## src/rtl/hjc_pkg.sv

```systemverilog
// Shared types and codes of the handwheel jog controller.
package hjc_pkg;

   localparam logic [1:0] MODE_TICK   = 2'd0;
   localparam logic [1:0] MODE_ACCEPT = 2'd1;
   localparam logic [1:0] MODE_CANCEL = 2'd2;
   localparam logic [1:0] MODE_TOGGLE = 2'd3;

   localparam logic [1:0] PHASE_OFF          = 2'd0;
   localparam logic [1:0] PHASE_ON           = 2'd1;
   localparam logic [1:0] PHASE_WAIT_RELEASE = 2'd2;
   localparam logic [1:0] PHASE_RELEASED     = 2'd3;

   localparam logic signed [16:0] TOTAL_LIMIT = 17'sd32767;

   localparam int REQ_DATA_W = 12;
   localparam int RSP_DATA_W = 40;
   localparam int CSR_INDEX_W = 4;

   // Packed so that the first field sits in the highest bits.
   typedef struct packed {
      logic              x_busy;
      logic              z_busy;
      logic              display_active;
      logic signed [7:0] encoder_delta;
      logic              button_level;
   } req_data_type;

   typedef struct packed {
      logic        active_axis;
      logic [1:0]  active_size;
      logic [1:0]  pending_size;
      logic        size_change_shown;
      logic [30:0] move_steps;
      logic        move_reverse;
      logic        move_axis;
      logic        move_valid;
   } rsp_data_type;

   typedef struct packed {
      logic [1:0]         phase;
      logic [1:0]         pending_index;
      logic [1:0]         current_index;
      logic               axis_select;
      logic signed [15:0] pulse_total;
   } hjc_state_type;

endpackage

```

## src/rtl/hjc_step.sv

```systemverilog
// Next-state and result logic for one item of the jog controller.
module hjc_step #(
   parameter int DEBOUNCE_TICKS = 20,
   parameter int CNT_W = 5
) (
   input  logic [1:0]                  mode,
   input  hjc_pkg::req_data_type       req,
   input  hjc_pkg::hjc_state_type      state,
   input  logic [CNT_W-1:0]            cnt,
   input  logic [15:0]                 coeff,
   output hjc_pkg::hjc_state_type      state_next,
   output logic [CNT_W-1:0]            cnt_next,
   output hjc_pkg::rsp_data_type       rsp
);
   import hjc_pkg::*;

   logic [CNT_W-1:0]   cnt_dec;
   logic               expired;
   logic               pressed;
   logic               busy;
   logic signed [16:0] sum_raw;
   logic signed [16:0] sum_sat;
   logic [14:0]        mag;
   logic [30:0]        product;

   assign cnt_dec = (cnt != '0) ? cnt - CNT_W'(1) : cnt;
   assign expired = (cnt_dec == '0);
   assign pressed = ~req.button_level;
   assign busy    = req.z_busy | req.x_busy;

   assign sum_raw = {state.pulse_total[15], state.pulse_total}
                  + {{9{req.encoder_delta[7]}}, req.encoder_delta};

   always_comb begin
      if (sum_raw > TOTAL_LIMIT) begin
         sum_sat = TOTAL_LIMIT;
      end else if (sum_raw < -TOTAL_LIMIT) begin
         sum_sat = -TOTAL_LIMIT;
      end else begin
         sum_sat = sum_raw;
      end
   end

   // The saturated sum is within 15 bits of magnitude.
   assign mag     = sum_sat[16] ? 15'(-sum_sat) : sum_sat[14:0];
   assign product = {15'd0, coeff} * {16'd0, mag};

   always_comb begin
      state_next = state;
      cnt_next   = cnt;
      rsp        = '0;
      case (mode)
         MODE_TICK: begin
            cnt_next = cnt_dec;
            if (req.display_active) begin
               case (state.phase)
                  PHASE_OFF: begin
                     if (pressed) begin
                        state_next.phase = PHASE_ON;
                        cnt_next         = CNT_W'(DEBOUNCE_TICKS);
                     end
                  end
                  PHASE_ON: begin
                     if (expired && pressed) begin
                        state_next.pending_index = state.pending_index + 2'd1;
                        rsp.size_change_shown    = 1'b1;
                        state_next.phase         = PHASE_WAIT_RELEASE;
                     end
                  end
                  PHASE_WAIT_RELEASE: begin
                     if (!pressed) begin
                        state_next.phase = PHASE_RELEASED;
                        cnt_next         = CNT_W'(DEBOUNCE_TICKS);
                     end
                  end
                  default: begin
                     if (expired) begin
                        state_next.phase = pressed ? PHASE_WAIT_RELEASE : PHASE_OFF;
                     end
                  end
               endcase

               if (req.encoder_delta != '0) begin
                  if (busy) begin
                     state_next.pulse_total = sum_sat[15:0];
                  end else begin
                     state_next.pulse_total = '0;
                     if (sum_sat != '0) begin
                        rsp.move_valid   = 1'b1;
                        rsp.move_axis    = state.axis_select;
                        rsp.move_reverse = sum_sat[16];
                        rsp.move_steps   = product;
                     end
                  end
               end
            end
         end
         MODE_ACCEPT: begin
            state_next.current_index = state.pending_index;
         end
         MODE_CANCEL: begin
            state_next.pending_index = state.current_index;
         end
         default: begin
            state_next.axis_select   = ~state.axis_select;
            state_next.pending_index = '0;
            state_next.current_index = '0;
         end
      endcase
      rsp.pending_size = state_next.pending_index;
      rsp.active_size  = state_next.current_index;
      rsp.active_axis  = state_next.axis_select;
   end

endmodule

```

## src/rtl/handwheel_jog_controller.sv

```systemverilog
// Handwheel jog controller: debounced size select, pulse totals and move requests.
//
// The req channel carries one item per tick or command: tuser holds the mode
// (tick, accept size, cancel size, toggle axis), tdata the button level,
// encoder delta, display flag and both axis busy flags. Every item gives
// exactly one rsp item with the move request and the current size and axis.
// The csr channel writes the eight steps-per-pulse registers (Z sizes 0..3 at
// index 0..3, X sizes 0..3 at index 4..7); higher indexes are ignored, and
// csr_ready is always high. Write registers only while no item is in flight.
//
// An item is captured in an input register, then the state update, table
// lookup and one 16 x 15 multiply happen in a single step into the result
// register, which drives rsp_tvalid; one item is taken every cycle while
// rsp_tready is high.
// When rsp_tready is low the result register holds, the input register fills,
// and req_tready then drops until the result is taken.
// Synchronous reset clears the table, the debounce machine, the size indices,
// the axis and the pulse total, and empties both registers.
module handwheel_jog_controller #(
   parameter int DEBOUNCE_TICKS = 20
) (
   input  logic        clock,
   input  logic        reset,
   input  logic        req_tvalid,
   output logic        req_tready,
   // [0] button_level, [8:1] encoder_delta, [9] display_active,
   // [10] z_busy, [11] x_busy, [15:12] zero
   input  logic [15:0] req_tdata,
   // [1:0] mode
   input  logic [1:0]  req_tuser,
   output logic        rsp_tvalid,
   input  logic        rsp_tready,
   // [0] move_valid, [1] move_axis, [2] move_reverse, [33:3] move_steps,
   // [34] size_change_shown, [36:35] pending_size, [38:37] active_size,
   // [39] active_axis
   output logic [39:0] rsp_tdata,
   input  logic        csr_valid,
   output logic        csr_ready,
   input  logic [hjc_pkg::CSR_INDEX_W-1:0] csr_index,
   input  logic [15:0] csr_data
);
   import hjc_pkg::*;

   localparam int CNT_W = $clog2(DEBOUNCE_TICKS + 1);

   logic [15:0]        table_ff [8];

   logic               a_valid_ff;
   logic               a_valid_in;
   logic [1:0]         a_mode_ff;
   req_data_type       a_data_ff;
   logic               b_valid_ff;
   logic               b_valid_in;
   rsp_data_type       b_data_ff;

   hjc_state_type      state_ff;
   hjc_state_type      state_in;
   logic [CNT_W-1:0]   cnt_ff;
   logic [CNT_W-1:0]   cnt_in;
   rsp_data_type       step_rsp;

   logic               b_free;
   logic               a_fire;
   logic               req_fire;

   assign csr_ready  = 1'b1;
   assign b_free     = ~b_valid_ff | rsp_tready;
   assign a_fire     = a_valid_ff & b_free;
   assign req_tready = ~a_valid_ff | b_free;
   assign req_fire   = req_tvalid & req_tready;
   assign a_valid_in = req_fire | (a_valid_ff & ~a_fire);
   assign b_valid_in = a_fire | (b_valid_ff & ~rsp_tready);

   assign rsp_tvalid = b_valid_ff;
   assign rsp_tdata  = b_data_ff;

   hjc_step #(
      .DEBOUNCE_TICKS(DEBOUNCE_TICKS),
      .CNT_W(CNT_W)
   ) u_step (
      .mode(a_mode_ff),
      .req(a_data_ff),
      .state(state_ff),
      .cnt(cnt_ff),
      .coeff(table_ff[{state_ff.axis_select, state_ff.current_index}]),
      .state_next(state_in),
      .cnt_next(cnt_in),
      .rsp(step_rsp)
   );

   always_ff @(posedge clock) begin
      if (reset) begin
         for (int i = 0; i < 8; i++) begin
            table_ff[i] <= '0;
         end
      end else if (csr_valid && csr_ready && !csr_index[CSR_INDEX_W-1]) begin
         table_ff[csr_index[2:0]] <= csr_data;
      end
   end

   always_ff @(posedge clock) begin
      if (reset) begin
         a_valid_ff <= 1'b0;
         b_valid_ff <= 1'b0;
         state_ff   <= '0;
         cnt_ff     <= '0;
      end else begin
         a_valid_ff <= a_valid_in;
         b_valid_ff <= b_valid_in;
         if (a_fire) begin
            state_ff <= state_in;
            cnt_ff   <= cnt_in;
         end
      end
   end

   always_ff @(posedge clock) begin
      if (req_fire) begin
         a_mode_ff <= req_tuser;
         a_data_ff <= req_tdata[REQ_DATA_W-1:0];
      end
      if (a_fire) begin
         b_data_ff <= step_rsp;
      end
   end

   a_total_range: assert property (@(posedge clock) disable iff (reset)
      state_ff.pulse_total != 16'sh8000)
      else $error("pulse total left its saturation range");

   a_move_clears: assert property (@(posedge clock) disable iff (reset)
      a_fire && step_rsp.move_valid |=> state_ff.pulse_total == '0)
      else $error("pulse total kept after a move");

   a_shown_phase: assert property (@(posedge clock) disable iff (reset)
      a_fire && step_rsp.size_change_shown |=> state_ff.phase == PHASE_WAIT_RELEASE)
      else $error("size change without waiting for release");

   a_cnt_range: assert property (@(posedge clock) disable iff (reset)
      cnt_ff <= CNT_W'(DEBOUNCE_TICKS))
      else $error("debounce counter above its load value");

   a_toggle_clears: assert property (@(posedge clock) disable iff (reset)
      a_fire && a_mode_ff == MODE_TOGGLE
      |=> state_ff.pending_index == '0 && state_ff.current_index == '0)
      else $error("axis toggle kept a size index");

endmodule
```

## config.mk

```make
export PLATFORM = sky130hd
export DESIGN_NAME = handwheel_jog_controller
export DESIGN_NICKNAME = d
export VERILOG_FILES = /design/src/rtl/hjc_pkg.sv /design/src/rtl/hjc_step.sv /design/src/rtl/handwheel_jog_controller.sv
export SDC_FILE = /design/constraint.sdc
export NUM_CORES = 1
export LEC_CHECK = 0
export BUFFER_PORTS_ARGS = -buffer_cell sky130_fd_sc_hd__buf_2
export CORE_UTILIZATION = 35
export DETAILED_ROUTE_END_ITERATION = 8
export SYNTH_ARGS = -nofsm -noshare
export SYNTH_HDL_FRONTEND = slang
export SYNTH_SLANG_ARGS = --single-unit
```

## constraint.sdc

```tcl
create_clock -name clock -period 16.3 [get_ports clock]
set_input_delay 2.445 -clock clock [delete_from_list [all_inputs] [get_ports clock]]
set_output_delay 2.445 -clock clock [all_outputs]
set_load 0.01 [all_outputs]
```

==> impl_metrics.tcl <==
set metrics [dict create \
    grt_usage_pct 17.8 \
    wl_per_cell_um 18.1 \
    first_global_vias 13848 \
    final-seq-area_sq_um 6130 \
    tritoncts "yes" \
    root_buffer "clkbuf_16" \
    initial_utilization_pct 35.4 \
    fill_cells 5204 \
    clock-skew-final_ns 0.0194 \
    cts_inserted_buffers 26 \
    cp_slowest_stage_delay_ns 0.88 \
    io-pin-count 86 \
    slew_headroom_pct 19.0 \
    placer_congestion_estimate 0.928 \
    yosys_warning_count 0 \
    critical_path_arrival_ns 12.67 \
    cts.repair.resized 0 \
    critical-path-slowest-cell "xor2_2" \
    finalSetupViolCount 0 \
    number_of_cells_traversed_by_the_worst_hold_path 2 \
    final_layout_size_suffix_gt1_share_pct 13.2 \
    worst_hold_endpoint "state_ff[6]" \
    worstReg2RegEnd "rsp_tdata[31]" \
    antenna_left 0 \
    placementRows 84 \
    worst_pin_slew_ns 1.18 \
    syn_avg_cell_area_sq_um 10.3 \
    drt-vias-per-instance 5.15 \
    critical_path.reg2reg.startpoint "a_data_ff[8]" \
    cp-end-kind "flip-flop" \
    finalCriticalPeriod_ns 12.30 \
    placeableCoreArea_sq_um 52600 \
    reg2regPathDepth 37 \
    report.final.hold_viol_count 0 \
    reg2reg_slack_ns 4.00 \
    worst_hold_path_type "reg -> reg" \
    syn-cell-area_sq_um 18600 \
    run_status "finished clean" \
    cts_setup_buffers 0 \
    rsz_0062_raised_after_global_routing "false" \
    timing.critical_path.mode_cell "fa_1" \
    grt_first_pass_wirelength_mm 74.8 \
    detailedRoute.firstIterationViolations 832 \
    final_cell_mix "224 x inv_1, 195 x nor2_1, 182 x edfxtp_1" \
    seq_area_frac_synth_pct 32.9 \
    cts_max_level 1 \
    path_buf_inv 3 \
    grt_start_max_net_pins 49 \
    worst-path-max-fanout 12 \
    fp.dieH_um 233 \
    syn_to_final_growth_pct 11.4 \
    postSynthNetCount 2138 \
    clock_latency_ns 0.56 \
    timing_worst_setup_path_type "reg -> reg" \
    grt.overflow.total 0 \
    numClockSinks 215 \
    synth_cell_types 83 \
    tns_ns 0 \
    preCtsSetupSlack_ns 4.12 \
    die-area_sq_um 54100 \
    cell_type_group_with_the_largest_total_delay_on_the_critical_path "adder cells" \
    clock_transition_time_at_the_flip_flop_clock_pins_of_the_worst_setup_and_hold_paths_ns 0.06 \
    postSynth.asyncResetShare_pct 0 \
    fmax_ghz 0.0813 \
    synth-main-ff-cell "edfxtp_1" \
    detailroute.via_count 13233 \
    most_common_cell_after_layout_fill_and_taps_aside "inv_1" \
    ctsLongestPathBuffers 3 \
    hp-start "state_ff[6]" \
    dpl.hpwl_mm 33.8 \
    detail_route.drc_violations 0 \
    synth-seq-cells 215 \
    floorplan.die.width_um 233 \
    report.final.slew_viol_count 0 \
    critPathRequiredTime_ns 16.67 \
    layout.nets 2205 \
    cts_hold_buf 0 \
    grt_antenna_before_repair 1 \
    finalWorstSetupSlack_ns 4.00 \
    multi_input_area_sq_um 11400 \
    worst_hold_slack_ns 0.459 \
    port_buffers 80 \
    dr.pass1.iters 7 \
    synth_enable_flop_cells 182 \
    timing.final.crit_share_pct 75.5 \
    netlist_instances 1800 \
    worst_setup_path_start_kind "flip-flop" \
    maxCapViolCount 0 \
    detail_route.wirelength_mm 46.5 \
]
==> routing by layer <==
layer	wire (um)	global-route usage, %	vias up
met2	22500	31.0	381
met4	1060	4.64	0
li1	-	-	6192
met1	19900	22.6	6575
met3	3060	3.25	85
met5	0	0	-
==> per-stage QoR <==
stage          utilization [%]  std cells  instance area (sq um)
2_1_floorplan                -       1800                  18600
3_3_place_gp              37.7       2527                  19800
3_5_place_dp              37.7       2527                  19800
4_1_cts                   39.5       2571                  20700
5_1_grt                   39.5       2571                  20700
6_report                  39.5       2572                  20700
==> cell usage after synthesis, drive strengths merged (16+ instances only) <==
| library cell | instances | area (sq um) |
|---|---|---|
| nand2 | 154 | 586 |
| inv | 224 | 841 |
| nand2b | 20 | 125 |
| nor2b | 16 | 100 |
| ha | 114 | 1430 |
| a21oi | 69 | 387 |
| and2 | 145 | 907 |
| nand3 | 32 | 165 |
| nor2 | 195 | 732 |
| mux4 | 32 | 721 |
| clkbuf | 49 | 184 |
| or2 | 16 | 100 |
| mux2i | 22 | 220 |
| fa | 181 | 3620 |
| buf | 20 | 105 |
| nor3 | 23 | 131 |
| o21ai | 52 | 260 |
| dfxtp | 33 | 661 |
| edfxtp | 182 | 5470 |
| xnor2 | 27 | 236 |
==> cells by family (layout without fill, tap and decap cells) <==
group | count (synthesis) | in the layout | synth area share, %
AO/OA/AOI/OAI | 238 | 238 | 9.01
XOR/XNOR | 40 | 40 | 1.92
adder cells (fa/ha/maj) | 295 | 295 | 27.1
buffers and inverters | 294 | 377 | 6.09
flip-flops | 215 | 215 | 32.9
multiplexers | 67 | 67 | 5.84
other | 1 | 2 | 0.0201
AND/OR/NAND/NOR | 650 | 650 | 17.1
==> registers in the layout, indices dropped and copies added, names as in the netlist, named ones only <==
register	flops
table_ff	128
a_valid_ff	1
state_ff	23
cnt_ff	5
rsp_tvalid	1
a_mode_ff	2
a_data_ff	12
rsp_tdata	40
==> worst max path at each step <==
stage	cells past startpoint	start	end
2_1_floorplan	44	a_data_ff[8]	rsp_tdata[33]
3_3_place_gp	37	a_data_ff[8]	rsp_tdata[31]
3_5_place_dp	37	a_data_ff[8]	rsp_tdata[31]
4_1_cts	37	a_data_ff[8]	rsp_tdata[31]
5_1_grt	37	a_data_ff[8]	rsp_tdata[31]
6_report	37	a_data_ff[8]	rsp_tdata[31]
==> tightest hold or removal path: cells and delay by family, from the launching register on <==
family | cells | cell delay, ns
flops | 1 | 0.31
simple gates | 1 | 0.05
compound gates | 1 | 0.05
==> area by class of cell <==
cell class              count  area share [%]
flip-flops and latches    215            29.5
repair buffers            108            2.94
well taps                 688            4.15
clock inverters            14            1.06
diodes                      1          0.0121
clock buffers              30            3.36
multi-input cells        1291            54.9
inverters                 225            4.07
Power is left out: the tool's default activity adds up to more than one toggle a clock period on the data nets, which glitch-free logic cannot reach.
